`config.mk`:
```
export PLATFORM = sky130hd
export DESIGN_NAME = sqvt_cordic_cell
export DESIGN_NICKNAME = d
export VERILOG_FILES = /design/src/rtl/core/sqvt_pkg.sv /design/src/rtl/core/sqvt_cordic_cell.sv
export SDC_FILE = /design/constraint.sdc
export NUM_CORES = 1
export LEC_CHECK = 0
export ABC_AREA = 1
export BUFFER_PORTS_ARGS = -buffer_cell sky130_fd_sc_hd__buf_2
export CAP_MARGIN = 10
export CORE_AREA = 2 2 264 266
export CTS_CLUSTER_DIAMETER = 60
export DETAILED_ROUTE_END_ITERATION = 10
export DIE_AREA = 0 0 266 268
export GPL_TIMING_DRIVEN = 0
export PLACE_DENSITY = 0.49
export SYNTH_ARGS = -nofsm -noshare
export SYNTH_HDL_FRONTEND = slang
export SYNTH_SLANG_ARGS = --single-unit
```
`constraint.sdc`:
```
create_clock -name clock -period 4.6 [get_ports clock]
set_clock_uncertainty 0.05 [all_clocks]
set_input_delay 0.69 -clock clock [delete_from_list [all_inputs] [get_ports clock]]
set_output_delay 0.69 -clock clock [all_outputs]
set_load 0.05 [all_outputs]
```
`src/rtl/core/sqvt_pkg.sv`:
```
`timescale 1ns / 1ps

package sqvt_pkg;

   // Field widths of the sprite and vertex beats
   localparam int POS_W     = 24;
   localparam int SIZE_W    = 23;
   localparam int TURN_W    = 16;
   localparam int TEX_W     = 16;
   localparam int RGBA_W    = 32;
   localparam int NDC_W     = 21;
   localparam int CORNER_W  = 2;
   localparam int VP_W      = 14;
   localparam int CSR_IDX_W = 1;

   // Internal arithmetic widths
   localparam int TRIG_W     = 32;             // Q2.30 sine and cosine
   localparam int TRIG_FRAC  = 30;
   localparam int CX_W       = SIZE_W + 2;     // size minus pivot
   localparam int PROD_W     = TRIG_W + CX_W;
   localparam int SUM_W      = PROD_W + 1;
   localparam int V_W        = 29;             // rotated and translated coordinate
   localparam int NDC_SHIFT  = 17;             // 2 * 2^16
   localparam int DIV_BITS   = NDC_W + 2;      // quotient bits, top one flags overflow
   localparam int NDC_CALC_W = NDC_W + 4;
   localparam int CORDIC_MAX = 24;
   localparam int NUM_VERTS  = 6;
   localparam int VIDX_W     = 3;

   // Parameter defaults
   localparam int DEF_ANGLE_BITS      = 16;
   localparam int DEF_COORD_FRAC_BITS = 8;
   localparam int DEF_TRIG_STAGES     = 16;

   localparam logic [VP_W-1:0] VP_WIDTH_RESET  = VP_W'(1920);
   localparam logic [VP_W-1:0] VP_HEIGHT_RESET = VP_W'(1080);

   localparam logic signed [TRIG_W-1:0] CORDIC_X0 = 32'sh26DD3B6A;
   localparam logic signed [TRIG_W-1:0] TRIG_ONE  = 32'sh40000000;

   localparam logic signed [NDC_CALC_W-1:0] NDC_ONE = NDC_CALC_W'(65536);
   localparam logic signed [NDC_CALC_W-1:0] NDC_MAX = NDC_CALC_W'(1048575);
   localparam logic signed [NDC_CALC_W-1:0] NDC_MIN = -NDC_CALC_W'(1048576);

   localparam logic [VIDX_W-1:0] LAST_VIDX = VIDX_W'(NUM_VERTS - 1);

   typedef enum logic [CSR_IDX_W-1:0] {
      CSR_VIEWPORT_WIDTH  = 1'b0,
      CSR_VIEWPORT_HEIGHT = 1'b1
   } csr_index_type;

   typedef struct packed {
      logic signed [POS_W-1:0] pos_x;
      logic signed [POS_W-1:0] pos_y;
      logic [SIZE_W-1:0]       size_w;
      logic [SIZE_W-1:0]       size_h;
      logic signed [POS_W-1:0] pivot_x;
      logic signed [POS_W-1:0] pivot_y;
      logic [TEX_W-1:0]        u_begin;
      logic [TEX_W-1:0]        v_begin;
      logic [TEX_W-1:0]        u_end;
      logic [TEX_W-1:0]        v_end;
      logic [RGBA_W-1:0]       rgba;
   } sprite_type;

   typedef struct packed {
      logic signed [TRIG_W-1:0] x;
      logic signed [TRIG_W-1:0] y;
      logic signed [TRIG_W-1:0] z;
      logic                     neg;
      logic                     rot;
   } cordic_type;

   typedef struct packed {
      logic [CORNER_W-1:0] corner;
      logic [TEX_W-1:0]    tex_u;
      logic [TEX_W-1:0]    tex_v;
      logic [RGBA_W-1:0]   colour;
   } attr_type;

   typedef struct packed {
      logic [DIV_BITS-1:0] q_x;
      logic [DIV_BITS-1:0] q_y;
      logic                neg_x;
      logic                neg_y;
      attr_type            attr;
   } div_info_type;

   // Arctangent of 2^-i as a 32-bit binary angle
   function automatic logic [TRIG_W-1:0] atan_step(input int i);
      logic [TRIG_W-1:0] a;
      begin
         unique case (i)
            0:  a = 32'h20000000;
            1:  a = 32'h12E4051D;
            2:  a = 32'h09FB385B;
            3:  a = 32'h051111D4;
            4:  a = 32'h028B0D43;
            5:  a = 32'h0145D7E1;
            6:  a = 32'h00A2F61E;
            7:  a = 32'h00517C55;
            8:  a = 32'h0028BE53;
            9:  a = 32'h00145F2F;
            10: a = 32'h000A2F98;
            11: a = 32'h000517CC;
            12: a = 32'h00028BE6;
            13: a = 32'h000145F3;
            14: a = 32'h0000A2F9;
            15: a = 32'h0000517C;
            16: a = 32'h000028BE;
            17: a = 32'h0000145F;
            18: a = 32'h00000A2F;
            19: a = 32'h00000517;
            20: a = 32'h0000028B;
            21: a = 32'h00000145;
            22: a = 32'h000000A2;
            23: a = 32'h00000051;
            default: a = '0;
         endcase
         return a;
      end
   endfunction

   // Triangle-list order 0,2,1 then 1,2,3
   function automatic logic [CORNER_W-1:0] tri_corner(input logic [VIDX_W-1:0] idx);
      logic [CORNER_W-1:0] c;
      begin
         unique case (idx)
            3'd0:    c = 2'd0;
            3'd1:    c = 2'd2;
            3'd2:    c = 2'd1;
            3'd3:    c = 2'd1;
            3'd4:    c = 2'd2;
            3'd5:    c = 2'd3;
            default: c = 2'd0;
         endcase
         return c;
      end
   endfunction

endpackage

```
`src/rtl/core/sqvt_cordic_cell.sv`:
```
`timescale 1ns / 1ps

module sqvt_cordic_cell
   import sqvt_pkg::*;
#(
   parameter int STAGE = 0
) (
   input  logic       clock,
   input  logic       reset,
   input  logic       adv,
   input  logic       src_valid,
   input  cordic_type src_state,
   input  sprite_type src_sprite,
   output logic       dst_valid,
   output cordic_type dst_state,
   output sprite_type dst_sprite
);

   logic signed [TRIG_W-1:0] xs, ys, zs, dx, dy, ang;
   cordic_type state_in;
   cordic_type state_ff;
   sprite_type sprite_ff;
   logic       valid_ff;

   // One micro-rotation toward zero residual angle
   always_comb begin
      xs  = src_state.x;
      ys  = src_state.y;
      zs  = src_state.z;
      dx  = ys >>> STAGE;
      dy  = xs >>> STAGE;
      ang = $signed(atan_step(STAGE));
      state_in = src_state;
      if (!zs[TRIG_W-1]) begin
         state_in.x = xs - dx;
         state_in.y = ys + dy;
         state_in.z = zs - ang;
      end else begin
         state_in.x = xs + dx;
         state_in.y = ys - dy;
         state_in.z = zs + ang;
      end
   end

   always_ff @(posedge clock) begin
      if (reset) begin
         valid_ff <= 1'b0;
      end else if (adv) begin
         valid_ff <= src_valid;
      end
   end

   always_ff @(posedge clock) begin
      if (adv) begin
         state_ff  <= state_in;
         sprite_ff <= src_sprite;
      end
   end

   assign dst_valid  = valid_ff;
   assign dst_state  = state_ff;
   assign dst_sprite = sprite_ff;

endmodule

```
# Yosys cells after proc, flatten, opt, wreduce, memory -nomap -nowiden
# Cells that the tools add are included.
totals:
  romBits: 0
  wordCells: 23
  out_inout_bits: 337
  memories: 0
  ram_bits: 0
  latch_bits: 0
  in_bits: 340
  ff_bits: 337
classes:
  mux: 1
  order_cmp: 0
  n_shift: 0
  bitwise: 0
  mul: 0
  eq_ne: 0
  reduce_logical: 0
  n_div: 0
  n_addsub: 5
ops:
  columns: ["operator", "n"]
  rows:
  - ["96-bit 2-to-1 mux", 1]
  - ["32-bit subtractor", 2]
  - ["32-bit by 31-bit adder with 32-bit output, second input constant", 1]
  - ["32-bit adder", 1]
  - ["32-bit by 31-bit subtractor with 32-bit output, second input constant", 1]

# Longest topological paths before layout
logic_depth:
  depth_word: 2
  ltp_mapped: 17
  depth_no_buf: 16

# Worst setup path before layout
# No wires, ideal clock.
synth_timing:
  path_type: "input to register"
  from: "input port src_state[34] in the netlist's numbering"
  to: "register state_ff, in the netlist dst_state[94] (data pin)"
  slack_ns: 2.260
  path_buffers: 0
  path_stages: 11
  setup_ns: 0.254
  required_ns: 4.296
  arrival_ns: 2.037
  cell_sequence: "ha_1 -> fa_1 -> nand2_1 -> nand2_1 -> and2_1 -> nand2_1 -> nand3_2 -> nand2_1 -> nand3_1 -> nand3_1 -> nand2_1"
synth_lines:
  columns: ["item", "line_no", "source"]
  rows:
  - ["start: declaration", "sqvt_cordic_cell.sv:12", "input cordic_type src_state,"]
  - ["end signal: assignment", "sqvt_cordic_cell.sv:55", "state_ff <= state_in;"]
  - ["end: declaration", "sqvt_cordic_cell.sv:21", "cordic_type state_ff;"]

==> reports/metrics.cfg <==
[status]
status=complete, no violations

[global_routing]
grt_usage=0.241
gr-total-overflow=0
antenna_found_initial=82
grt_first_pass_wirelength_mm=119
grt_pass1_vias=15900
grt_max_degree=122

[place]
dpl_cell_area_um2=22200
post-place-cells=3446
gp_congestion=0.950
io_buffers=675
dpl.hpwl_mm=76.4

[cts]
post-cts-setup-buffers=0
cts_hold_buf=0
htree_levels=2
cts_buffers=42
clk_latency_ns=0.56
cts_resized=0
cts_buffer_depth=3
cts_tree=done
cts.sinks=336
path_clk_slew_ns=0.06
clockRootBuffer=clkbuf_16

[timing]
finalCriticalPeriod_ns=2.66
period_share=0.579
clock.fmax_mhz=375
final_max_slew_viol_count=0
setup_viol=0
worst_slew_pin_slew_ns=1.18
rsz0062_at_grt=no
slew_headroom=0.212
hold_viol=0

[routing]
drt_iter0_drc=1117
avgRoutedWirePerCell_um=25.2
wl_mm=88.9
ant_nets=0
drc_errors=0
drt_pass1_iterations=5
via_count=16100
viasPerCell=4.55

[finish]
stdcell_area_um2=23400
finalNetCount=3046
area_growth_pct=33.1
final_cell_mix=687 x buf_2, 610 x nand2_1, 335 x edfxtp_1
layout_commonest_cell=buf_2
drive_gt1_frac=0.305
final_cells=3531

[floorplanning]
rows=96
pin_count=677
die_area_um2=71300
die_x_um=266
core_area_um2=68200
fp.dieH_um=268
start_util=0.258

[synthesis]
netlist-cell-type-count=38
synth_area_per_cell_um2=9.33
ys_warn_count=0
synthTopCellsByArea=edfxtp_1 57%, nand2_1 13%, inv_1 6.8%, ha_1 6.7%, nand3_1 4.1%
synth_ff_type=edfxtp_1
yosys.area_share.simple=0.217
synthesis.instances=1887
synth_edf_count=335
synth-async-reset-ratio=0
synth_top_area_cell=edfxtp_1
synth_fa_ha_area_frac=0.0713
seq_area_frac_synth=0.572
synth_compound_area_frac=0.0418
synthMuxAreaShare=0.000568
synth_xor_area_frac=0.0124
synth_top_family_by_area=simple AND/OR/NAND/NOR gates
synth_top_area_frac=0.571
ys_seq_elements=336
syn_area_um2=17600
synth_nets=2325

[worst_setup_path]
crit_slowest_cell=o21ai_1
cp.arrival_ns=2.91
worstPathRequired_ns=4.85
worst_setup_path_end_kind=register
max_stage_delay_ns=0.45
startpoint_type=input port
cp_num_buf_inv=5
crit_fanout=9
path_class=in -> reg
cp_top_family=buffers and inverters
crit_chain=buf_2 > inv_1 > ha_1 > buf_2 > inv_1 > nand2_1 > nand2_1 > inv_1 > nand2_1 > a21oi_1 > nand2_1 > xor2_1 > o21ai_1
cp_common_cell=nand2_1

[power_and_ir_drop]
ir_worst_vdd_uv=266
power_density_nw_per_um2=405
leakage_nw=11.6

[worst_hold_path]
hold_path.class=in -> reg

[run]
cap_violations=0

sequential cells by signal, summed over array words and instances (netlist names):
name,cells
dst_valid,1
dst_sprite,238
dst_state,97
where the power goes:
part	internal [W]	switching, W	leakage [nW]
Combinational	0.000598	0.00205	7.68
Clock	0.00172	0.00134	0.610
Sequential	0.00370	0.0000879	3.29
synthesized netlist by cell type (3+ instances only):
library cell,instances
nand4_1,19
clkbuf_1,10
buf_2,13
a21oi_1,69
nand2_1,610
nand3_1,145
o21a_1,6
nor2_2,7
nor2_4,3
nor2_1,103
xor2_1,25
o22ai_1,4
nor3_1,6
edfxtp_1,335
a31oi_1,4
fa_1,4
buf_4,17
o21bai_1,10
ha_1,94
o21ai_0,30
clkinv_1,3
inv_1,321
nand2_2,12
inv_2,8
o21ai_1,6
nand3b_1,5
logic make-up (layout without fill, tap and decap cells):
group,Yosys count,after routing
compound gates,134,134
xor+xnor,25,25
fa+ha+maj,98,98
buf+inv,374,1124
flops,336,336
mux,1,1
other cells,0,12
simple gates,919,919
area by class of cell:
| cell class | count | area [um2] |
|---|---|---|
| multi-input cells | 1177 | 6050 |
| plain buffers | 42 | 238 |
| inverters | 332 | 1250 |
| clock buffers | 52 | 1110 |
| fillers | 7181 | 44800 |
| clock inverters | 21 | 146 |
| well taps | 882 | 1100 |
| repair buffers | 677 | 3440 |
| flip-flops and latches | 336 | 10100 |
| diodes | 12 | 30.0 |
worst paths after layout:
check | from | end | slack [ns] | cells past startpoint
setup / recovery | src_state[48] | dst_state[81] | 1.94 | 13
hold / removal | reset | dst_valid | 0.23 | 2
hold reg to reg | dst_valid | dst_valid | 0.45 | 2
setup reg to reg | dst_valid | dst_valid | 3.97 | 2
stage by stage:
step | setup TNS, ns | util | total power (W) | hold slack (ns) | worst slack, ns
final | 0 | 0.344 | 0.00950 | 0.229 | 1.94
after global routing | 0 | 0.343 | 0.00990 | 0.202 | 1.96
after CTS | 0 | 0.343 | 0.00961 | 0.195 | 2.06
after detailed placement | 0 | 0.325 | 0.00650 | 0.429 | 1.45
after global placement | -742.04 | 0.324 | 0.00651 | 0.424 | -2.33
after floorplan | 0 | - | 0.00555 | 0.683 | 2.26
per-layer routing:
metal / share of wire / track usage
met4: 0.044 / 0.0926
met3: 0.094 / 0.0790
met1: 0.37 / 0.270
met2: 0.49 / 0.424
met5: 0.0016 / 0
(Power assumes the default switching activity.)
