==> config.mk <==
export PLATFORM = sky130hd
export DESIGN_NAME = sqvt_div_cell
export DESIGN_NICKNAME = d
export VERILOG_FILES = /design/src/rtl/core/sqvt_pkg.sv /design/src/rtl/core/sqvt_div_cell.sv
export SDC_FILE = /design/constraint.sdc
export NUM_CORES = 1
export LEC_CHECK = 0
export ABC_AREA = 1
export BUFFER_PORTS_ARGS = -buffer_cell sky130_fd_sc_hd__buf_2
export CAP_MARGIN = 20
export CORE_AREA = 4 4 180 182
export DETAILED_ROUTE_END_ITERATION = 16
export DIE_AREA = 0 0 184 186
export PLACE_DENSITY = 0.79
export SLEW_MARGIN = 20
export SYNTH_ARGS = -nofsm -noshare
export SYNTH_HDL_FRONTEND = slang
export SYNTH_SLANG_ARGS = --single-unit
==> constraint.sdc <==
create_clock -name clock -period 5.25 [get_ports clock]
set_input_delay 0.7875 -clock clock [delete_from_list [all_inputs] [get_ports clock]]
set_output_delay 0.7875 -clock clock [all_outputs]
set_load 0.05 [all_outputs]
==> src/rtl/core/sqvt_pkg.sv <==
`timescale 1ns / 1ps

package sqvt_pkg;

   // Field widths of the sprite and vertex beats
   localparam int POS_W     = 24;
   localparam int SIZE_W    = 23;
   localparam int TURN_W    = 16;
   localparam int TEX_W     = 16;
   localparam int RGBA_W    = 32;
   localparam int NDC_W     = 21;
   localparam int CORNER_W  = 2;
   localparam int VP_W      = 14;
   localparam int CSR_IDX_W = 1;

   // Internal arithmetic widths
   localparam int TRIG_W     = 32;             // Q2.30 sine and cosine
   localparam int TRIG_FRAC  = 30;
   localparam int CX_W       = SIZE_W + 2;     // size minus pivot
   localparam int PROD_W     = TRIG_W + CX_W;
   localparam int SUM_W      = PROD_W + 1;
   localparam int V_W        = 29;             // rotated and translated coordinate
   localparam int NDC_SHIFT  = 17;             // 2 * 2^16
   localparam int DIV_BITS   = NDC_W + 2;      // quotient bits, top one flags overflow
   localparam int NDC_CALC_W = NDC_W + 4;
   localparam int CORDIC_MAX = 24;
   localparam int NUM_VERTS  = 6;
   localparam int VIDX_W     = 3;

   // Parameter defaults
   localparam int DEF_ANGLE_BITS      = 16;
   localparam int DEF_COORD_FRAC_BITS = 8;
   localparam int DEF_TRIG_STAGES     = 16;

   localparam logic [VP_W-1:0] VP_WIDTH_RESET  = VP_W'(1920);
   localparam logic [VP_W-1:0] VP_HEIGHT_RESET = VP_W'(1080);

   localparam logic signed [TRIG_W-1:0] CORDIC_X0 = 32'sh26DD3B6A;
   localparam logic signed [TRIG_W-1:0] TRIG_ONE  = 32'sh40000000;

   localparam logic signed [NDC_CALC_W-1:0] NDC_ONE = NDC_CALC_W'(65536);
   localparam logic signed [NDC_CALC_W-1:0] NDC_MAX = NDC_CALC_W'(1048575);
   localparam logic signed [NDC_CALC_W-1:0] NDC_MIN = -NDC_CALC_W'(1048576);

   localparam logic [VIDX_W-1:0] LAST_VIDX = VIDX_W'(NUM_VERTS - 1);

   typedef enum logic [CSR_IDX_W-1:0] {
      CSR_VIEWPORT_WIDTH  = 1'b0,
      CSR_VIEWPORT_HEIGHT = 1'b1
   } csr_index_type;

   typedef struct packed {
      logic signed [POS_W-1:0] pos_x;
      logic signed [POS_W-1:0] pos_y;
      logic [SIZE_W-1:0]       size_w;
      logic [SIZE_W-1:0]       size_h;
      logic signed [POS_W-1:0] pivot_x;
      logic signed [POS_W-1:0] pivot_y;
      logic [TEX_W-1:0]        u_begin;
      logic [TEX_W-1:0]        v_begin;
      logic [TEX_W-1:0]        u_end;
      logic [TEX_W-1:0]        v_end;
      logic [RGBA_W-1:0]       rgba;
   } sprite_type;

   typedef struct packed {
      logic signed [TRIG_W-1:0] x;
      logic signed [TRIG_W-1:0] y;
      logic signed [TRIG_W-1:0] z;
      logic                     neg;
      logic                     rot;
   } cordic_type;

   typedef struct packed {
      logic [CORNER_W-1:0] corner;
      logic [TEX_W-1:0]    tex_u;
      logic [TEX_W-1:0]    tex_v;
      logic [RGBA_W-1:0]   colour;
   } attr_type;

   typedef struct packed {
      logic [DIV_BITS-1:0] q_x;
      logic [DIV_BITS-1:0] q_y;
      logic                neg_x;
      logic                neg_y;
      attr_type            attr;
   } div_info_type;

   // Arctangent of 2^-i as a 32-bit binary angle
   function automatic logic [TRIG_W-1:0] atan_step(input int i);
      logic [TRIG_W-1:0] a;
      begin
         unique case (i)
            0:  a = 32'h20000000;
            1:  a = 32'h12E4051D;
            2:  a = 32'h09FB385B;
            3:  a = 32'h051111D4;
            4:  a = 32'h028B0D43;
            5:  a = 32'h0145D7E1;
            6:  a = 32'h00A2F61E;
            7:  a = 32'h00517C55;
            8:  a = 32'h0028BE53;
            9:  a = 32'h00145F2F;
            10: a = 32'h000A2F98;
            11: a = 32'h000517CC;
            12: a = 32'h00028BE6;
            13: a = 32'h000145F3;
            14: a = 32'h0000A2F9;
            15: a = 32'h0000517C;
            16: a = 32'h000028BE;
            17: a = 32'h0000145F;
            18: a = 32'h00000A2F;
            19: a = 32'h00000517;
            20: a = 32'h0000028B;
            21: a = 32'h00000145;
            22: a = 32'h000000A2;
            23: a = 32'h00000051;
            default: a = '0;
         endcase
         return a;
      end
   endfunction

   // Triangle-list order 0,2,1 then 1,2,3
   function automatic logic [CORNER_W-1:0] tri_corner(input logic [VIDX_W-1:0] idx);
      logic [CORNER_W-1:0] c;
      begin
         unique case (idx)
            3'd0:    c = 2'd0;
            3'd1:    c = 2'd2;
            3'd2:    c = 2'd1;
            3'd3:    c = 2'd1;
            3'd4:    c = 2'd2;
            3'd5:    c = 2'd3;
            default: c = 2'd0;
         endcase
         return c;
      end
   endfunction

endpackage

==> src/rtl/core/sqvt_div_cell.sv <==
`timescale 1ns / 1ps

module sqvt_div_cell
   import sqvt_pkg::*;
#(
   parameter int BIT   = 0,
   parameter int REM_W = 48,
   parameter int DEN_W = 22
) (
   input  logic               clock,
   input  logic               reset,
   input  logic               adv,
   input  logic [DEN_W-1:0]   den_x,
   input  logic [DEN_W-1:0]   den_y,
   input  logic               src_valid,
   input  logic [REM_W-1:0]   src_rem_x,
   input  logic [REM_W-1:0]   src_rem_y,
   input  div_info_type       src_info,
   output logic               dst_valid,
   output logic [REM_W-1:0]   dst_rem_x,
   output logic [REM_W-1:0]   dst_rem_y,
   output div_info_type       dst_info
);

   logic [REM_W-1:0] sh_x, sh_y, rem_x_in, rem_y_in, rem_x_ff, rem_y_ff;
   logic             take_x, take_y, valid_ff;
   div_info_type     info_in, info_ff;

   // Resolve one quotient bit per lane
   always_comb begin
      sh_x     = REM_W'(den_x) << BIT;
      sh_y     = REM_W'(den_y) << BIT;
      take_x   = src_rem_x >= sh_x;
      take_y   = src_rem_y >= sh_y;
      rem_x_in = take_x ? src_rem_x - sh_x : src_rem_x;
      rem_y_in = take_y ? src_rem_y - sh_y : src_rem_y;
      info_in  = src_info;
      info_in.q_x[BIT] = take_x;
      info_in.q_y[BIT] = take_y;
   end

   always_ff @(posedge clock) begin
      if (reset) begin
         valid_ff <= 1'b0;
      end else if (adv) begin
         valid_ff <= src_valid;
      end
   end

   always_ff @(posedge clock) begin
      if (adv) begin
         rem_x_ff <= rem_x_in;
         rem_y_ff <= rem_y_in;
         info_ff  <= info_in;
      end
   end

   assign dst_valid = valid_ff;
   assign dst_rem_x = rem_x_ff;
   assign dst_rem_y = rem_y_ff;
   assign dst_info  = info_ff;

endmodule

Word-level counts from Yosys, hierarchy flattened
Cells that the tools add are included.
{"block": "totals", "register_bits": 211, "out_inout_bits": 211, "elab_cells": 17}
{"block": "classes", "add_sub_neg": 2, "magnitude_cmp": 2, "n_mux": 2}
{"operator": "48-bit by 22-bit >= comparator with 1-bit output", "count": 2}
{"operator": "48-bit two-way mux", "count": 2}
{"operator": "48-bit by 22-bit subtractor with 48-bit output", "count": 2}

Longest topological paths before layout
Gate-level depths: netlist (run 1).
{"block": "logic_depth", "depth_word": 2, "ltp_mapped": 17, "mapped_depth_nobuf": 16}

Worst setup path before layout (run 1)
No wires, ideal clock.
{"block": "synth_timing", "path_type": "input to register", "from": "input src_rem_y[0]", "to": "register rem_y_ff[21] (netlist: dst_rem_y[21]) (data pin)", "setup_time_ns": 0.252, "t_arrival_ns": 2.487, "required_time_ns": 4.998, "slack_ns": 2.510, "path_stages": 17, "path_cell_list": "inv_1 > ha_1 > fa_1 > inv_1 > nand3_1 > nand2_4 > nand2_1 > nand2_2 > nand2_1 > nand2_2 > nand2_4 > nand3_4 > inv_2 > buf_6 > buf_12 > nand2_1 > nand2_1"}
{"block": "synth_between", "elab_chain_cells": 2}
{"item": "from (decl)", "line": "sqvt_div_cell.sv:17", "source": "input logic [REM_W-1:0] src_rem_y,"}
{"item": "48-bit by 22-bit subtractor with 48-bit output / 48-bit by 22-bit >= comparator with 1-bit output (equally long branches)", "line": "sqvt_div_cell.sv:36, sqvt_div_cell.sv:34"}
{"item": "48-bit two-way mux *", "line": "sqvt_div_cell.sv:36", "source": "rem_y_in = take_y ? src_rem_y - sh_y : src_rem_y;"}
{"item": "via rem_y_in[21]", "line": "sqvt_div_cell.sv:25", "source": "logic [REM_W-1:0] sh_x, sh_y, rem_x_in, rem_y_in, rem_x_ff, rem_y_ff;"}
{"item": "to (signal assigned)", "line": "sqvt_div_cell.sv:53", "source": "rem_y_ff <= rem_y_in;"}
{"item": "to (decl)", "line": "sqvt_div_cell.sv:25"}
Mark *: on every way through the listed nets, which the timed path passes. The rest lies on a longest branch.
A chain may end at the register's enable or synchronous reset.

Final worst setup path (run 1)
{"block": "layout_timing", "from": "input src_rem_x[0]", "to": "register rem_x_ff[45] (netlist: dst_rem_x[45]) (data pin)"}
{"block": "layout_between", "elab_chain_cells": 2}
{"item": "from (decl)", "line": "sqvt_div_cell.sv:16", "source": "input logic [REM_W-1:0] src_rem_x,"}
{"item": "48-bit by 22-bit subtractor with 48-bit output / 48-bit by 22-bit >= comparator with 1-bit output (equally long branches)", "line": "sqvt_div_cell.sv:35, sqvt_div_cell.sv:33"}
{"item": "48-bit two-way mux *", "line": "sqvt_div_cell.sv:35", "source": "rem_x_in = take_x ? src_rem_x - sh_x : src_rem_x;"}
{"item": "via rem_x_in[45]", "line": "sqvt_div_cell.sv:25"}
{"item": "to (signal assigned)", "line": "sqvt_div_cell.sv:52", "source": "rem_x_ff <= rem_x_in;"}
{"item": "to (decl)", "line": "sqvt_div_cell.sv:25"}
Marked as above.

==> impl_metrics.yaml, run 1 <==
min_path:
  holdCritPathClass: "primary input to flop"
final_layout:
  finalNonFillerCells: 2526
  drive_gt1_frac: 0.253
  area_growth_pct: 27.2
  final_common_cell: "nand2_1"
  multi_input_area_sq_um: 5300
  num-nets-final: 2415
  seqCellArea_sq_um: 6330
  final_cell_mix: "nand2_1, buf_2, inv_1"
  fill_cells: 2955
status:
  status: "finished clean"
sta:
  fin_hold_ws_ns: 0.419
  min_period_over_period: 0.663
  fmax_ghz: 0.287
  hold_viol_final: 0
  finalClockSkew_ns: 0
  worst_pin_slew_ns: 0.908
  maxSlewViolCount: 0
  rsz0062_at_grt: "no"
  slew_headroom: 0.394
  setup-tns-final_ns: 0
  min_period_ns: 3.48
  finalSetupViolations: 0
clocking:
  clk_pin_slew_worst_paths_ns: 0.06
  cts_sinks: 211
  htreeDepth: 1
  cts_inserted_buffers: 24
  clock_path_buffers: 3
  clk_latency_ns: 0.53
  cts_setup_buffers: 0
  cts_tree: "yes"
  hold_buffers: 0
  cts_root_buffer: "clkbuf_16"
  cts_resized: 0
pwr:
  power.leakage_nw: 8.28
  power_density_nw_per_um2: 318
  ir_worst_vdd_mv: 0.213
place:
  gp_congestion: 0.992
  dpl.hpwl_um: 37800
  placed_cells: 2481
  io_buffers: 466
worst_setup_path:
  path_class: "primary input to flop"
  cp-start-kind: "primary input"
  cp_max_fo: 50
  critPathArrivalTime_ns: 3.70
  crit_required_ns: 5.47
  end_kind: "flop"
synth:
  synth_top_cell_area_share: 0.487
  async_reset_ff_frac: 0
  synth.area.top_cells: "edfxtp_1, nand2_1, inv_1"
  yosys.area.top_type: "edfxtp_1"
  syn-num-nets: 1938
  ys_ff_latch: 211
  yosys_warnings: 0
  ys_seq_area_frac: 0.489
  netlist_area_sq_um: 12900
  syn_avg_cell_area_sq_um: 7.92
  synthCells: 1634
  synth-main-ff-cell: "edfxtp_1"
  synth_edf_count: 210
  yosysUniqueCellTypes: 36
route:
  drt-total-wl_um: 45400
  antenna_left: 0
  viasPerCell: 4.93
  drt_iter0_markers: 780
  firstDrtPassIters: 5
  dr_total_vias: 12457
  wl_per_cell_um: 18.0
  remaining_drc_errors: 0
die:
  ios: 469
  initial_utilization: 0.423
  die_area_sq_um: 34200
  fp.dieW_um: 184
  floorplan.rows: 64
  coreArea_sq_um: 30600
  die_y_um: 186
grt:
  grt_pass1_vias: 12001
  grt_usage: 0.248
  grt_pass1_wl_um: 65700
  antenna_found_initial: 6
  grt_max_degree: 118
  overflow: 0
job:
  cap_violations: 0
## through the flow
stage / util / area (sq um) / worst slack (ns) / power [mW]
5_1_grt: 0.538 / 16500 / 1.59 / 5.45
4_1_cts: 0.538 / 16400 / 1.81 / 5.27
3_3_place_gp: 0.512 / 15700 / 1.33 / 3.58
3_5_place_dp: 0.512 / 15700 / 1.27 / 3.60
2_1_floorplan: - / 12900 / 2.51 / 3.12
6_report: 0.538 / 16500 / 1.77 / 5.22
## layer usage
| layer | routed length [um] | track usage | up-vias |
|---|---|---|---|
| met4 | 2250 | 0.111 | 4 |
| met1 | 17200 | 0.294 | 5653 |
| met2 | 22100 | 0.434 | 540 |
| met5 | 26 | 0 | - |
| li1 | - | - | 6143 |
| met3 | 3790 | 0.0514 | 117 |
## synthesized netlist by cell type, types with 12 or more instances
cell / number
o21ai_0: 46
nand4_1: 32
a21oi_1: 45
inv_1: 315
ha_1: 44
xor2_1: 12
nand2_1: 543
xnor2_1: 26
nand3_1: 77
edfxtp_1: 210
nand3b_1: 23
nor2_1: 167
## power by group
group          internal (mW)  switching, mW  total (mW)
Sequential              2.05         0.0482        2.10
Clock                  0.943          0.710        1.65
Combinational          0.361           1.11        1.47
## kinds of logic (layout without fill, tap and decap cells)
group | after synthesis | in the layout | synth area share
buf+inv | 334 | 828 | 0.102
other cells | 0 | 2 | 0
fa+ha+maj | 46 | 46 | 0.0456
flops | 211 | 211 | 0.489
xor+xnor | 38 | 38 | 0.0257
mux | 1 | 1 | 0.000774
simple gates | 886 | 886 | 0.288
compound gates | 118 | 118 | 0.0498
## sequential cells by signal (all words and copies together), names as in the netlist
name,cells
dst_rem_x,48
dst_rem_y,48
dst_info,114
dst_valid,1
## critical path, stage by stage
cell and delay [ns]:
buf_2 0.11, inv_1 0.05, ha_1 0.21, fa_1 0.24, inv_1 0.09, nand3_1 0.09
nand2_2 0.11, nand2_1 0.07, nand2_1 0.09, nand2_1 0.09, nand2_2 0.09, nand2_2 0.12
nand3_2 0.45, inv_2 0.82, a21oi_1 0.22
## final cells by class
cell class / count / area share
tap: 396 / 0.0301
inverter: 318 / 0.0726
sequential: 211 / 0.385
timing repair buffer: 467 / 0.144
antenna: 2 / 0.000304
clock buffer: 25 / 0.0367
clock inverter: 18 / 0.0103
multi-input combinational: 1089 / 0.322
## final timing paths
check | start | to | slack, ns | cells past startpoint
setup / recovery | src_rem_x[0] | dst_rem_x[45] | 1.77 | 15
hold / removal | reset | dst_valid | 0.42 | 2
setup reg to reg | dst_valid | dst_valid | 4.62 | 2
hold reg to reg | dst_valid | dst_valid | 0.53 | 2
Note: power is estimated with default switching activity, not from simulation.
==> inputs of run 2 (changes only) <==
==> constraint.sdc (replaced) <==
create_clock -name clock -period 3.5 [get_ports clock]
set_input_delay 0.525 -clock clock [delete_from_list [all_inputs] [get_ports clock]]
set_output_delay 0.525 -clock clock [all_outputs]
set_load 0.05 [all_outputs]
==> run 2 against run 1 <==
  * Worst hold slack got worse by 0.26 ns
  * First-iteration DRC count rose by 9.9%
  * Non-clock buffer count rose by 5
  * Count of clock-buffer cells in the layout rose by 1
  * Global-route usage fell by 0.34 points
  * Clock skew did not move
  * Via count barely moved
  * Worst setup slack got worse by 0.93 ns
  * Combinational power rose by 50%
  * Largest cell class unchanged
==> impl_metrics.yaml, run 2 (same netlist as run 1, synthesis figures left out) <==
clocking:
  htreeDepth: 1
  cts_sinks: 211
  cts_inserted_buffers: 24
  cts_tree: "yes"
  cts_setup_buffers: 0
  cts_resized: 0
  clk_pin_slew_worst_paths_ns: 0.06
  clk_latency_ns: 0.53
  clock_path_buffers: 3
  hold_buffers: 0
  cts_root_buffer: "clkbuf_16"
die:
  coreArea_sq_um: 30600
  fp.dieW_um: 184
  ios: 469
  die_y_um: 186
  floorplan.rows: 64
  initial_utilization: 0.423
  die_area_sq_um: 34200
place:
  gp_congestion: 0.998
  io_buffers: 466
  dpl.hpwl_um: 37000
  placed_cells: 2486
final_layout:
  drive_gt1_frac: 0.255
  final_common_cell: "nand2_1"
  area_growth_pct: 27.9
  num-nets-final: 2420
  finalNonFillerCells: 2537
  largest_register_ffs: 114
  final_cell_mix: "nand2_1, buf_2, inv_1"
sta:
  min_period_over_period: 0.761
  maxSlewViolCount: 0
  slew_headroom: 0.409
  finalSetupViolations: 0
  fmax_ghz: 0.376
  fin_hold_ws_ns: 0.157
  worst_pin_slew_ns: 0.885
  min_period_ns: 2.66
  hold_viol_final: 0
  setup-tns-final_ns: 0
  rsz0062_at_grt: "no"
  finalClockSkew_ns: 0
pwr:
  power_density_nw_per_um2: 476
  report.power.total_mw: 7.88
  power.leakage_nw: 8.32
  ir_worst_vdd_mv: 0.300
grt:
  antenna_found_initial: 12
  overflow: 0
  grt_max_degree: 71
  grt_usage: 0.244
  grt_pass1_wl_um: 65700
  grt_pass1_vias: 12217
route:
  viasPerCell: 4.91
  firstDrtPassIters: 7
  wl_per_cell_um: 17.5
  drt-total-wl_um: 44300
  remaining_drc_errors: 0
  dr_total_vias: 12465
  antenna_left: 0
  drt_iter0_markers: 857
worst_setup_path:
  critPathArrivalTime_ns: 2.96
  end_kind: "flop"
  crit_required_ns: 3.80
  reg2reg_slack_ns: 2.87
  cp-start-kind: "primary input"
  path_class: "primary input to flop"
  cp_max_fo: 50
job:
  cap_violations: 0
status:
  status: "finished clean"
min_path:
  holdCritPathClass: "primary input to flop"
==> run 2: worst paths after layout <==
path	from	to	depth (start not counted)
worst max register to register	dst_valid	dst_valid	2
worst max-delay path	src_rem_x[0]	dst_rem_x[45]	15
worst min register to register	dst_valid	dst_valid	2
worst min-delay path	reset	dst_valid	2
==> run 2: per-layer routing <==
metal	GRT usage	up-vias	share of wire
li1	-	6157	-
met1	0.291	5643	0.37
met2	0.432	545	0.50
met3	0.0422	114	0.083
met4	0.113	6	0.048
met5	0	-	0.00097
==> run 2: power by group <==
group | switching [mW] | leakage [nW] | internal [mW] | total [mW]
Sequential | 0.0716 | 2.06 | 3.08 | 3.15
Clock | 1.04 | 0.389 | 1.49 | 2.54
Combinational | 1.65 | 5.86 | 0.546 | 2.20
Total | 2.77 | 8.32 | 5.12 | 7.88
==> run 2: stage by stage <==
stage	worst slack, ns	util	cell area, sq um
after floorplan	1.02	-	12900
after global placement	0.466	0.514	15700
after detailed placement	0.360	0.514	15700
after CTS	0.906	0.540	16500
after global routing	0.743	0.541	16500
final	0.838	0.541	16500
==> run 2: worst max-delay path: stages <==
cell and delay [ns]:
buf_2 0.09, inv_1 0.04, ha_1 0.22, fa_1 0.42, inv_1 0.12, nand3_1 0.09
nand2_2 0.14, nand2_1 0.08, nand2_1 0.11, nand2_1 0.08, nand2_2 0.12, nand2_2 0.10
nand3_2 0.09, inv_2 0.31, a21oi_1 0.41
==> run 2: cell type report <==
type                    count  area [sq um]
clock inverters            17           194
well taps                 396           495
fillers                  2864         14000
flip-flops and latches    211          6330
inverters                 318          1190
diodes                      8          20.0
repair buffers            472          2410
clock buffers              26           608
multi-input cells        1089          5300
