File: config.mk
export PLATFORM = sky130hd
export DESIGN_NAME = sqvt_vertex_out_flat
export DESIGN_NICKNAME = d
export VERILOG_FILES = /design/src/rtl/core/sqvt_pkg.sv /design/src/rtl/core/sqvt_rsp_if.sv /design/src/rtl/core/sqvt_vertex_out.sv /design/src/flat_wrapper.sv
export SDC_FILE = /design/constraint.sdc
export NUM_CORES = 1
export LEC_CHECK = 0
export BUFFER_PORTS_ARGS = -buffer_cell sky130_fd_sc_hd__buf_4
export CORE_AREA = 2 2 305 307
export CTS_BUF_LIST = sky130_fd_sc_hd__clkbuf_16
export DETAILED_ROUTE_END_ITERATION = 8
export DIE_AREA = 0 0 307 309
export GPL_TIMING_DRIVEN = 1
export SYNTH_ARGS = -nofsm -noshare
export SYNTH_HDL_FRONTEND = slang
export SYNTH_SLANG_ARGS = --single-unit
export TNS_END_PERCENT = 100
File: constraint.sdc
create_clock -name clock -period 37.4 [get_ports clock]
set_clock_uncertainty 0.1 [all_clocks]
set_input_delay 7.48 -clock clock [delete_from_list [all_inputs] [get_ports clock]]
set_output_delay 7.48 -clock clock [all_outputs]
set_load 0.03 [all_outputs]
File: src/rtl/core/sqvt_pkg.sv
`timescale 1ns / 1ps

package sqvt_pkg;

   // Field widths of the sprite and vertex beats
   localparam int POS_W     = 24;
   localparam int SIZE_W    = 23;
   localparam int TURN_W    = 16;
   localparam int TEX_W     = 16;
   localparam int RGBA_W    = 32;
   localparam int NDC_W     = 21;
   localparam int CORNER_W  = 2;
   localparam int VP_W      = 14;
   localparam int CSR_IDX_W = 1;

   // Internal arithmetic widths
   localparam int TRIG_W     = 32;             // Q2.30 sine and cosine
   localparam int TRIG_FRAC  = 30;
   localparam int CX_W       = SIZE_W + 2;     // size minus pivot
   localparam int PROD_W     = TRIG_W + CX_W;
   localparam int SUM_W      = PROD_W + 1;
   localparam int V_W        = 29;             // rotated and translated coordinate
   localparam int NDC_SHIFT  = 17;             // 2 * 2^16
   localparam int DIV_BITS   = NDC_W + 2;      // quotient bits, top one flags overflow
   localparam int NDC_CALC_W = NDC_W + 4;
   localparam int CORDIC_MAX = 24;
   localparam int NUM_VERTS  = 6;
   localparam int VIDX_W     = 3;

   // Parameter defaults
   localparam int DEF_ANGLE_BITS      = 16;
   localparam int DEF_COORD_FRAC_BITS = 8;
   localparam int DEF_TRIG_STAGES     = 16;

   localparam logic [VP_W-1:0] VP_WIDTH_RESET  = VP_W'(1920);
   localparam logic [VP_W-1:0] VP_HEIGHT_RESET = VP_W'(1080);

   localparam logic signed [TRIG_W-1:0] CORDIC_X0 = 32'sh26DD3B6A;
   localparam logic signed [TRIG_W-1:0] TRIG_ONE  = 32'sh40000000;

   localparam logic signed [NDC_CALC_W-1:0] NDC_ONE = NDC_CALC_W'(65536);
   localparam logic signed [NDC_CALC_W-1:0] NDC_MAX = NDC_CALC_W'(1048575);
   localparam logic signed [NDC_CALC_W-1:0] NDC_MIN = -NDC_CALC_W'(1048576);

   localparam logic [VIDX_W-1:0] LAST_VIDX = VIDX_W'(NUM_VERTS - 1);

   typedef enum logic [CSR_IDX_W-1:0] {
      CSR_VIEWPORT_WIDTH  = 1'b0,
      CSR_VIEWPORT_HEIGHT = 1'b1
   } csr_index_type;

   typedef struct packed {
      logic signed [POS_W-1:0] pos_x;
      logic signed [POS_W-1:0] pos_y;
      logic [SIZE_W-1:0]       size_w;
      logic [SIZE_W-1:0]       size_h;
      logic signed [POS_W-1:0] pivot_x;
      logic signed [POS_W-1:0] pivot_y;
      logic [TEX_W-1:0]        u_begin;
      logic [TEX_W-1:0]        v_begin;
      logic [TEX_W-1:0]        u_end;
      logic [TEX_W-1:0]        v_end;
      logic [RGBA_W-1:0]       rgba;
   } sprite_type;

   typedef struct packed {
      logic signed [TRIG_W-1:0] x;
      logic signed [TRIG_W-1:0] y;
      logic signed [TRIG_W-1:0] z;
      logic                     neg;
      logic                     rot;
   } cordic_type;

   typedef struct packed {
      logic [CORNER_W-1:0] corner;
      logic [TEX_W-1:0]    tex_u;
      logic [TEX_W-1:0]    tex_v;
      logic [RGBA_W-1:0]   colour;
   } attr_type;

   typedef struct packed {
      logic [DIV_BITS-1:0] q_x;
      logic [DIV_BITS-1:0] q_y;
      logic                neg_x;
      logic                neg_y;
      attr_type            attr;
   } div_info_type;

   // Arctangent of 2^-i as a 32-bit binary angle
   function automatic logic [TRIG_W-1:0] atan_step(input int i);
      logic [TRIG_W-1:0] a;
      begin
         unique case (i)
            0:  a = 32'h20000000;
            1:  a = 32'h12E4051D;
            2:  a = 32'h09FB385B;
            3:  a = 32'h051111D4;
            4:  a = 32'h028B0D43;
            5:  a = 32'h0145D7E1;
            6:  a = 32'h00A2F61E;
            7:  a = 32'h00517C55;
            8:  a = 32'h0028BE53;
            9:  a = 32'h00145F2F;
            10: a = 32'h000A2F98;
            11: a = 32'h000517CC;
            12: a = 32'h00028BE6;
            13: a = 32'h000145F3;
            14: a = 32'h0000A2F9;
            15: a = 32'h0000517C;
            16: a = 32'h000028BE;
            17: a = 32'h0000145F;
            18: a = 32'h00000A2F;
            19: a = 32'h00000517;
            20: a = 32'h0000028B;
            21: a = 32'h00000145;
            22: a = 32'h000000A2;
            23: a = 32'h00000051;
            default: a = '0;
         endcase
         return a;
      end
   endfunction

   // Triangle-list order 0,2,1 then 1,2,3
   function automatic logic [CORNER_W-1:0] tri_corner(input logic [VIDX_W-1:0] idx);
      logic [CORNER_W-1:0] c;
      begin
         unique case (idx)
            3'd0:    c = 2'd0;
            3'd1:    c = 2'd2;
            3'd2:    c = 2'd1;
            3'd3:    c = 2'd1;
            3'd4:    c = 2'd2;
            3'd5:    c = 2'd3;
            default: c = 2'd0;
         endcase
         return c;
      end
   endfunction

endpackage

File: src/rtl/core/sqvt_rsp_if.sv
`timescale 1ns / 1ps

interface sqvt_rsp_if
   import sqvt_pkg::*;
();
   logic                    valid;
   logic                    ready;
   logic signed [NDC_W-1:0] ndc_x;
   logic signed [NDC_W-1:0] ndc_y;
   logic [TEX_W-1:0]        tex_u;
   logic [TEX_W-1:0]        tex_v;
   logic [RGBA_W-1:0]       colour_out;
   logic [CORNER_W-1:0]     corner;
   logic                    last;

   modport source (output valid, ndc_x, ndc_y, tex_u, tex_v, colour_out, corner, last,
                   input ready);
   modport sink   (input valid, ndc_x, ndc_y, tex_u, tex_v, colour_out, corner, last,
                   output ready);
endinterface

File: src/rtl/core/sqvt_vertex_out.sv
`timescale 1ns / 1ps

module sqvt_vertex_out
   import sqvt_pkg::*;
(
   input  logic         clock,
   input  logic         reset,
   input  logic         src_valid,
   input  div_info_type src_info,
   output logic         adv,
   sqvt_rsp_if.source   rsp_chan
);

   logic signed [NDC_W-1:0] col_x_ff [4];
   logic signed [NDC_W-1:0] col_y_ff [4];
   attr_type                col_attr_ff [4];
   logic signed [NDC_W-1:0] em_x_ff [4];
   logic signed [NDC_W-1:0] em_y_ff [4];
   attr_type                em_attr_ff [4];
   logic                    col_full_ff, col_full_in;
   logic [CORNER_W-1:0]     col_next_ff;
   logic                    em_valid_ff;
   logic [VIDX_W-1:0]       em_idx_ff;
   logic                    emit_take, col_write;
   logic signed [NDC_W-1:0] ndc_x_in, ndc_y_in;
   logic [CORNER_W-1:0]     out_c;

   // Sign, offset by one and saturate a quotient
   function automatic logic signed [NDC_W-1:0] ndc_clamp(input logic [DIV_BITS-1:0] q,
                                                          input logic neg,
                                                          input logic flip);
      logic signed [NDC_CALC_W-1:0] qs, t, r;
      begin
         qs = NDC_CALC_W'(q[DIV_BITS-2:0]);
         if (neg) qs = -qs;
         t = flip ? NDC_ONE - qs : qs - NDC_ONE;
         priority if (q[DIV_BITS-1]) r = (neg ^ flip) ? NDC_MIN : NDC_MAX;
         else if (t > NDC_MAX)        r = NDC_MAX;
         else if (t < NDC_MIN)        r = NDC_MIN;
         else                         r = t;
         return NDC_W'(r);
      end
   endfunction

   always_comb begin
      ndc_x_in    = ndc_clamp(src_info.q_x, src_info.neg_x, 1'b0);
      ndc_y_in    = ndc_clamp(src_info.q_y, src_info.neg_y, 1'b1);
      emit_take   = !em_valid_ff || (rsp_chan.ready && em_idx_ff == LAST_VIDX);
      adv         = !(col_full_ff && !emit_take);
      col_write   = adv && src_valid;
      col_full_in = (col_full_ff && !emit_take) ||
                    (col_write && src_info.attr.corner == CORNER_W'(3));
   end

   // Gather four corners
   always_ff @(posedge clock) begin
      if (reset) begin
         col_full_ff <= 1'b0;
         col_next_ff <= '0;
      end else begin
         col_full_ff <= col_full_in;
         if (col_write) col_next_ff <= col_next_ff + CORNER_W'(1);
      end
   end

   always_ff @(posedge clock) begin
      if (col_write) begin
         col_x_ff[src_info.attr.corner]    <= ndc_x_in;
         col_y_ff[src_info.attr.corner]    <= ndc_y_in;
         col_attr_ff[src_info.attr.corner] <= src_info.attr;
      end
   end

   // Emit six beats per sprite
   always_ff @(posedge clock) begin
      if (reset) begin
         em_valid_ff <= 1'b0;
         em_idx_ff   <= '0;
      end else if (emit_take) begin
         em_valid_ff <= col_full_ff;
         em_idx_ff   <= '0;
      end else if (rsp_chan.ready) begin
         em_idx_ff   <= em_idx_ff + VIDX_W'(1);
      end
   end

   always_ff @(posedge clock) begin
      if (emit_take && col_full_ff) begin
         em_x_ff    <= col_x_ff;
         em_y_ff    <= col_y_ff;
         em_attr_ff <= col_attr_ff;
      end
   end

   assign out_c               = tri_corner(em_idx_ff);
   assign rsp_chan.valid      = em_valid_ff;
   assign rsp_chan.ndc_x      = em_x_ff[out_c];
   assign rsp_chan.ndc_y      = em_y_ff[out_c];
   assign rsp_chan.tex_u      = em_attr_ff[out_c].tex_u;
   assign rsp_chan.tex_v      = em_attr_ff[out_c].tex_v;
   assign rsp_chan.colour_out = em_attr_ff[out_c].colour;
   assign rsp_chan.corner     = out_c;
   assign rsp_chan.last       = em_idx_ff == LAST_VIDX;

   a_corner_order: assert property (@(posedge clock) disable iff (reset)
      col_write |-> src_info.attr.corner == col_next_ff)
      else $error("corner arrived out of order");

   a_sprite_wrap: assert property (@(posedge clock) disable iff (reset)
      (rsp_chan.valid && rsp_chan.ready && em_idx_ff == LAST_VIDX) |=>
      (!em_valid_ff || em_idx_ff == '0))
      else $error("emitter did not restart after last beat");

   a_stall_cause: assert property (@(posedge clock) disable iff (reset)
      !adv |-> (col_full_ff && em_valid_ff))
      else $error("pipeline stalled without a full collector");

   a_full_aligned: assert property (@(posedge clock) disable iff (reset)
      col_full_ff |-> col_next_ff == '0)
      else $error("collector full with partial corner count");

endmodule

File: src/flat_wrapper.sv
// flat-port wrapper written by rule: the top's interface ports become plain ports
module sqvt_vertex_out_flat import sqvt_pkg::*;
  (clock, reset, src_valid, src_info, adv, rsp_chan_valid, rsp_chan_ndc_x, rsp_chan_ndc_y, rsp_chan_tex_u, rsp_chan_tex_v, rsp_chan_colour_out, rsp_chan_corner, rsp_chan_last, rsp_chan_ready);
  sqvt_rsp_if rsp_chan_i ();
  input  logic clock;
  input  logic reset;
  input  logic src_valid;
  input  div_info_type src_info;
  output logic adv;
  output wire logic [$bits(rsp_chan_i.valid)-1:0] rsp_chan_valid;
  output wire logic [$bits(rsp_chan_i.ndc_x)-1:0] rsp_chan_ndc_x;
  output wire logic [$bits(rsp_chan_i.ndc_y)-1:0] rsp_chan_ndc_y;
  output wire logic [$bits(rsp_chan_i.tex_u)-1:0] rsp_chan_tex_u;
  output wire logic [$bits(rsp_chan_i.tex_v)-1:0] rsp_chan_tex_v;
  output wire logic [$bits(rsp_chan_i.colour_out)-1:0] rsp_chan_colour_out;
  output wire logic [$bits(rsp_chan_i.corner)-1:0] rsp_chan_corner;
  output wire logic [$bits(rsp_chan_i.last)-1:0] rsp_chan_last;
  input wire logic [$bits(rsp_chan_i.ready)-1:0] rsp_chan_ready;
  assign rsp_chan_valid = rsp_chan_i.valid;
  assign rsp_chan_ndc_x = rsp_chan_i.ndc_x;
  assign rsp_chan_ndc_y = rsp_chan_i.ndc_y;
  assign rsp_chan_tex_u = rsp_chan_i.tex_u;
  assign rsp_chan_tex_v = rsp_chan_i.tex_v;
  assign rsp_chan_colour_out = rsp_chan_i.colour_out;
  assign rsp_chan_corner = rsp_chan_i.corner;
  assign rsp_chan_last = rsp_chan_i.last;
  assign rsp_chan_i.ready = rsp_chan_ready;
  sqvt_vertex_out u_core (.clock(clock), .reset(reset), .src_valid(src_valid), .src_info(src_info), .adv(adv), .rsp_chan(rsp_chan_i));
endmodule
-- After elaboration in Yosys (flattened, before gate mapping)
Cells that the tools add are included.
- output and inout bits: 111
- logic and storage cells: 112
- register bits after elaboration: 869
- add/subtract/negate cells: 5
- mux-type cells: 27
- bitwise gates (word level): 2
- magnitude comparators: 7
- reduce and logical (&&, ||, !) cells: 14
- equality and inequality tests: 6
- operators by type and width (cell ; count):
    $mux 21 ; 13
    $bwmux 264 ; 1
    $bwmux 84 ; 2
    $bmux 66 s2 ; 1
    $demux 66 s2 ; 1
    $mux 64 ; 2
    $bmux 21 s2 ; 2
    $mux 66 ; 1
    $gt 25x21->1 const B ; 2
    $lt 25x21->1 const B ; 2
    $mux 25 ; 2
    $neg 22->25 ; 2
    $demux 21 s2 ; 1
    $sub 18x25->25 const A ; 1
    $sub 25x18->25 const B ; 1
    $eq 3x2->1 const B ; 2
    $eq 3x3->1 const B ; 2
    $ge 3x3->1 const B ; 2
    $logic_and 1x1->1 ; 6
    $not 2->3 ; 2
    $pmux 2 s3 ; 1
    $reduce_or 2->1 ; 3
    $add 3x1->3 const B ; 1
    $eq 3x1->1 const B ; 1
    other kinds (4) ; 7

-- Depth between registers and ports, before layout
Gate-level depths: netlist of run 1.
- depth after elaboration: 9
- mapped depth: 16
- depth with buffers taken out: 15

-- Worst setup path before layout of run 1
OpenSTA, ideal clock, no wires.
- path type: input to register
- start point: input rsp_chan_ready
- end point: register u_core.em_attr_ff[0] (netlist name), enable pin
- library setup time: 0.845 ns
- arrival: 17.298 ns
- slack: 19.157 ns
- data required time: 36.455 ns
- cell stages on the path: 3
- cell sequence: nand2_1 -> nand2_1 -> and2_1
- cells in the longest elaborated chain, start to end: 3
- ends and longest elaborated chain (item ; RTL line ; RTL):
    start: declaration ; flat_wrapper.sv:18 ; input wire logic [$bits(rsp_chan_i.ready)-1:0] rsp_chan_ready;
    $logic_and 1x1->1 ; sqvt_vertex_out.sv:48 ; emit_take = !em_valid_ff || (rsp_chan.ready && em_idx_ff == LAST_VIDX);
    $logic_or 1x1->1 ; sqvt_vertex_out.sv:48 ;
    $logic_and 1x1->1 ; sqvt_vertex_out.sv:88 ; if (emit_take && col_full_ff) begin
    end signal: assignment ; sqvt_vertex_out.sv:91 ; em_attr_ff <= col_attr_ff;
    end: declaration ; sqvt_vertex_out.sv:19 ; attr_type em_attr_ff [4];
No other way between the ends.
A chain may end at the register's enable or synchronous reset.

-- Worst setup path in the final report of run 1
- start point: input rsp_chan_ready
- end point: output adv
- cells in the longest elaborated chain, start to end: 5
- ends and longest elaborated chain (item ; RTL line ; RTL):
    $logic_and 1x1->1 ; sqvt_vertex_out.sv:48 ;
    $logic_or 1x1->1 ; sqvt_vertex_out.sv:48 ;
    $logic_not 1->1 ; sqvt_vertex_out.sv:49 ; adv = !(col_full_ff && !emit_take);
    $logic_and 1x1->1 ; sqvt_vertex_out.sv:49 ;
    $logic_not 1->1 ; sqvt_vertex_out.sv:49 ;
    end: declaration ; flat_wrapper.sv:9 ; output logic adv;
No other way between the ends.

==> results.ini, run 1 <==
[sta]
fin_crit_sh_pct = 42.1
rsz0062_at_grt = false
finalHoldViolCount = 0
holdWs_ns = 0.307
max-slew-margin-rel_pct = 23.6
tightest_slew_ns = 1.13
fmax_mhz = 63.5
slew_violations = 0
finalSetupViolCount = 0
fin_crit_ns = 15.74
worst_slack_ns = 21.66
fin_tns_setup_ns = 0

[route]
drt_iter0_markers = 1215
wire_per_inst_um = 19.7
first_pass_iters = 5
drc = 0
vias = 17700
routed_via_density = 4.98
postRouteAntennaNets = 0
drt_wl_total_um = 69900

[die]
die_w_um = 307
die_area_mm2 = 0.0949
io_pins = 229
placementRows = 111
die_h_um = 309
coreArea_mm2 = 0.0914
start_util_pct = 34.8

[setup_path]
end_kind = output pin
worstPathArrival_ns = 8.16
start_kind = primary input
crit_type = in2out
required_ns = 29.82
crit_fanout = 5

[synthesis]
avgSynthCellArea_um2 = 15.6
async_flop_share_pct = 0
synth_flop_cell = edfxtp_1
ys_top_cells_by_count = 848 x edfxtp_1, 454 x nand2_1, 117 x a31oi_1, 111 x and3_1, 95 x clkbuf_1
synth_compound_area_share_pct = 5.71
synth_top_cells_by_area = edfxtp_1 80%, nand2_1 5.4%, a31oi_1 2.3%
synth_edf_count = 848
syn-num-nets = 2169
synth_top_family_by_area = simple AND/OR/NAND/NOR gates
synth.distinct_cells = 72
synthAdderAreaFrac_pct = 0.275
syn_inst = 2044
synth_simple_gate_area_share_pct = 10.3
muxShareOfSynthArea_pct = 0.193
synth_seq_cells = 853
ys_warn_count = 0
yosysTopAreaCellShare_pct = 80.0
synth.most_common_cell = edfxtp_1
synth_top_cell_by_area = edfxtp_1
synth-xor-area-share_pct = 1.68
netlist_area_mm2 = 0.0318
synth-seq-area-share_pct = 80.3

[finish]
antenna_cells = 0
design_area_mm2 = 0.0378
drive_gt1_share_pct = 17.2
syn_to_final_growth_pct = 18.6
nets = 2412

[clock_network]
htreeDepth = 3
clk_path_buf_depth = 3
clock_latency_ns = 0.63
holdBufCountCts = 0
cts_tree = done
numCtsBuffers = 89
root_buffer = clkbuf_16
cts.reportedPaths.clkPinSlew_ns = 0.06
clock-sinks = 853
post_cts_buffers = 0
cts_resized = 0

[pwr]
p_switching_mw = 0.427
p_sw_share_pct = 20.9
power_frac_comb_pct = 4.5
intPower_mw = 1.62
leakagePower_nw = 12.9
total_power_mw = 2.04
clkPwrFrac_pct = 41.6
pwr-share-seq_pct = 53.9
peakVddDrop_v = 0.0000343
power_density_mw_per_mm2 = 54.1

[global_route]
gr-total-overflow = 0
grt_pass1_wl_um = 103000
first_global_vias = 17700
antenna_found_initial = 7
grt_max_degree = 84
global_route.usage.total_pct = 14.4

[placed_design]
place.gp.congestion = 0.852
placed_cell_area_mm2 = 0.0349
io_buffers = 228
hpwl_um = 39800
preCtsSetupSlack_ns = 21.66

[status]
run_status = completed

[hold_path]
hold_class = reg2reg

[job]
drv_cap = 0

[metal layers]
metal | global-route usage, % | part of all wire, %
met5 | 0 | 0.11
met4 | 4.75 | 2.2
met3 | 3.43 | 6.2
met2 | 24.9 | 50
met1 | 17.7 | 41
[power by group through the flow]
stage	logic (mW)	registers [mW]	clock network (mW)
finish	0.0926	1.10	0.849
global route	0.102	1.10	0.912
CTS	0.0936	1.10	0.875
detailed placement	0.0933	1.12	0
global placement	0.0907	1.12	0
floorplan	0.0520	1.13	0
[cells in the final DEF (no fill, tap or decap), types with 5 or more instances in the layout]
cell type,count
nor4_1,12
inv_6,5
or4_1,11
o22ai_1,20
nand3_1,14
nand2_1,454
xor2_1,31
nor2_1,33
a31oi_1,117
or2_2,5
bufinv_16,7
nand4_1,6
nor3_1,23
edfxtp_1,848
o31ai_1,7
o41ai_1,11
ha_1,7
o21ai_0,41
and2_1,6
inv_1,30
and3_1,111
or3_1,16
clkinv_1,26
clkinv_2,19
mux2i_1,5
buf_4,254
a21oi_1,16
xnor2_1,30
clkbuf_16,91
dfxtp_1,5
[worst max-delay path: stages]
cell and delay, ns:
buf_4 0.13, nand2_1 0.05, nand2_1 0.12, inv_1 0.10, nand2_1 0.09, buf_4 0.18
[final timing paths]
check / slack (ns) / to / cells after the start / start
setup / recovery: 21.66 / adv / 6 / rsp_chan_ready
hold / removal: 0.31 / u_core.em_attr_ff[201]$_DFFE_PP_ / 0 / u_core.col_attr_ff[201]$_DFFE_PP_
setup reg to reg: 32.59 / u_core.em_y_ff[1]$_DFFE_PP_ / 9 / u_core.em_idx_ff[1]$_SDFFE_PP0P_
hold reg to reg: 0.31 / u_core.em_attr_ff[201]$_DFFE_PP_ / 0 / u_core.col_attr_ff[201]$_DFFE_PP_
[registers in the layout, summed over array words and instances (netlist names)]
register / flops
u_core.rsp_chan.valid: 1
u_core.col_x_ff: 84
u_core.em_x_ff: 84
u_core.em_idx_ff: 3
u_core.col_y_ff: 84
u_core.em_attr_ff: 256
u_core.col_full_ff: 1
u_core.col_attr_ff: 256
u_core.em_y_ff: 84
[kinds of logic after synthesis]
logic type / Yosys count
multiplexers: 6
AND/OR/NAND/NOR: 718
XOR/XNOR: 61
AO/OA/AOI/OAI: 273
buffers and inverters: 126
flip-flops: 853
adder cells (fa/ha/maj): 7
[per-stage QoR]
step	std cells	utilization (%)
CTS	3547	41.3
finish	3547	41.3
detailed placement	3382	38.2
global placement	3382	38.2
global route	3547	41.3
floorplan	2044	-
[area by class of cell]
class	instances	area, um2
clock buffers	91	2280
clock inverters	74	583
fillers	8283	53600
inverters	24	100
multi-input cells	1065	5840
flip-flops and latches	853	25600
well taps	1186	1480
repair buffers	254	1910
No activity file was read; power rests on OpenSTA's default activity.
==> run 2: changes to the inputs <==
==> constraint.sdc (replaced) <==
create_clock -name clock -period 15.89 [get_ports clock]
set_clock_uncertainty 0.1 [all_clocks]
set_input_delay 3.178 -clock clock [delete_from_list [all_inputs] [get_ports clock]]
set_output_delay 3.178 -clock clock [all_outputs]
set_load 0.03 [all_outputs]
==> results.ini, run 2 (synthesis results as in run 1) <==
[finish]
multi_input_area_mm2 = 0.00584  ; unchanged
fin_cells = 3537  ; -0.28%
nets = 2405  ; -0.29%
antenna_cells = 0  ; unchanged
seqCellArea_mm2 = 0.0256  ; unchanged
nFillCells = 8215  ; -0.82%
mostFrequentLayoutCells = 848 x edfxtp_1, 454 x nand2_1, 244 x buf_4, 117 x a31oi_1, 111 x and3_1
layout_commonest_cell = edfxtp_1
reg_top3 = u_core.col_attr_ff: 256 flops, u_core.em_attr_ff: 256 flops
syn_to_final_growth_pct = 18.2
drive_gt1_share_pct = 17.0  ; -0.18 points

[setup_path]
startpoint = src_info[68]
cp_cell_sequence = buf_4, inv_1, ha_1, or4b_1, o41ai_4, xnor2_1, or4_1, o41a_1, or4b_1, o31a_1, a211oi_4, o32ai_1
crit_fanout = 19  ; +14
end_kind = flip-flop
cpMostUsedCell = or4b_1
timing.rr.end = u_core.em_x_ff[68]$_DFFE_PP_
start_kind = primary input
cp-endpoint = u_core.col_y_ff[81]$_DFFE_PP_
cp_slowest_stage_delay_ns = 0.82  ; +0.64 ns
required_ns = 16.06  ; -13.76 ns
rrSetupSlack_ns = 11.78  ; -20.81 ns
critPathSlowestCell = a211oi_4
r2r_cells = 8  ; -1
r2r-start = u_core.em_idx_ff[1]$_SDFFE_PP0P_
crit_type = in2reg
worstPathArrival_ns = 8.03  ; -0.13 ns

[die]
coreArea_mm2 = 0.0914  ; unchanged
start_util_pct = 34.8  ; unchanged
die_w_um = 307  ; unchanged
io_pins = 229  ; unchanged
die_area_mm2 = 0.0949  ; unchanged
die_h_um = 309  ; unchanged
placementRows = 111  ; unchanged

[route]
routed_via_density = 5.04  ; +1.4%
postRouteAntennaNets = 0  ; unchanged
met3_wirelength_um = 4060  ; -6.5%
vias = 17800  ; +1.1%
drc = 0  ; unchanged
dr_wl_met2_um = 34600  ; -1.2%
top_layer = met5
met1_length_um = 29900  ; +3.6%
first_pass_iters = 5  ; unchanged
drt_wl_total_um = 69800  ; about the same
drt_iter0_markers = 1416  ; +17%
wire_per_inst_um = 19.7  ; +0.25%

[global_route]
grt_pass1_wl_um = 105000  ; +2.0%
gr-total-overflow = 0  ; unchanged
first_global_vias = 18000  ; +1.8%
global_route.usage.total_pct = 14.5  ; +0.10 points
antenna_found_initial = 3  ; -4
grt_max_degree = 138  ; +64%

[sta]
fin_crit_ns = 7.86
fin_tns_setup_ns = 0  ; unchanged
tightest_slew_ns = 1.10  ; -0.0391 ns
max-slew-margin-rel_pct = 26.9  ; +3.3 points
fmax_mhz = 127
slew_violations = 0  ; unchanged
fin_crit_sh_pct = 49.5
finalSetupViolCount = 0  ; unchanged
finalHoldViolCount = 0  ; unchanged
rsz0062_at_grt = false

[clock_network]
cts_resized = 0  ; unchanged
clk_path_buf_depth = 3  ; unchanged
cts.reportedPaths.clkPinSlew_ns = 0.06  ; about the same
clock_latency_ns = 0.62  ; about the same
clock-sinks = 853  ; unchanged
holdBufCountCts = 0  ; unchanged
post_cts_buffers = 0  ; unchanged
htreeDepth = 3  ; unchanged
numCtsBuffers = 88  ; -1.1%
root_buffer = clkbuf_16
cts_tree = done

[pwr]
power_density_mw_per_mm2 = 126  ; +130%
peakVddDrop_v = 0.0000687  ; +100%
leakagePower_nw = 12.8  ; -0.58%

[hold_path]
hold_class = reg2reg

[status]
run_status = completed

[job]
drv_cap = 0  ; unchanged

[placed_design]
hpwl_um = 39000  ; -2.2%
place.gp.congestion = 0.884  ; +3.7%
io_buffers = 228  ; unchanged
numPlacedInstances = 3376  ; -0.18%

run 2: layout make-up:
cell class	count	area share (%)
multi-input combinational	1065	15.5
sequential	853	67.9
timing repair buffer	248	5.08
tap	1186	3.94
clock buffer	89	5.92
inverter	24	0.266
clock inverter	72	1.36
run 2: worst min path at each step:
stage | slack (ns) | endpoint | cells after the start | startpoint
final | 0.30 | u_core.em_x_ff[58]$_DFFE_PP_ | 0 | u_core.col_x_ff[58]$_DFFE_PP_
after global routing | 0.31 | u_core.em_x_ff[57]$_DFFE_PP_ | 0 | u_core.col_x_ff[57]$_DFFE_PP_
after CTS | 0.29 | u_core.em_x_ff[77]$_DFFE_PP_ | 0 | u_core.col_x_ff[77]$_DFFE_PP_
after detailed placement | 0.30 | u_core.em_attr_ff[133]$_DFFE_PP_ | 0 | u_core.col_attr_ff[133]$_DFFE_PP_
after global placement | 0.30 | u_core.em_attr_ff[56]$_DFFE_PP_ | 0 | u_core.col_attr_ff[56]$_DFFE_PP_
after floorplan | 0.30 | u_core.em_attr_ff[0]$_DFFE_PP_ | 0 | u_core.col_attr_ff[0]$_DFFE_PP_
run 2: layer usage:
metal / up-vias / GRT usage, %
met5: - / 0
met3: 102 / 2.95
met1: 8979 / 18.7
met2: 513 / 24.9
li1: 8246 / -
met4: 4 / 3.89
run 2: where the power goes:
part / internal, mW / switching, mW
Sequential: 2.57 / 0.0185
Clock: 1.09 / 0.827
Combinational: 0.0688 / 0.151
run 2: through the flow:
stage          power (mW)  setup slack [ns]  cell area (um2)  hold slack (ns)  utilization (%)
6_report             4.73              8.03            37600            0.304             41.2
5_1_grt              4.91              7.83            37600            0.309             41.2
4_1_cts              4.79              8.11            37600            0.292             41.2
3_5_place_dp         2.86              7.44            34900            0.305             38.2
3_3_place_gp         2.85              7.54            34900            0.300             38.2
2_1_floorplan        2.77              1.95            31800            0.300                -
run 2: worst max-delay path, delay by kind of cell:
family	cells	cell delay [ns]
compound gates	5	2.10
simple gates	3	1.89
fa+ha+maj	1	0.33
xor+xnor	1	0.26
buf+inv	2	0.26
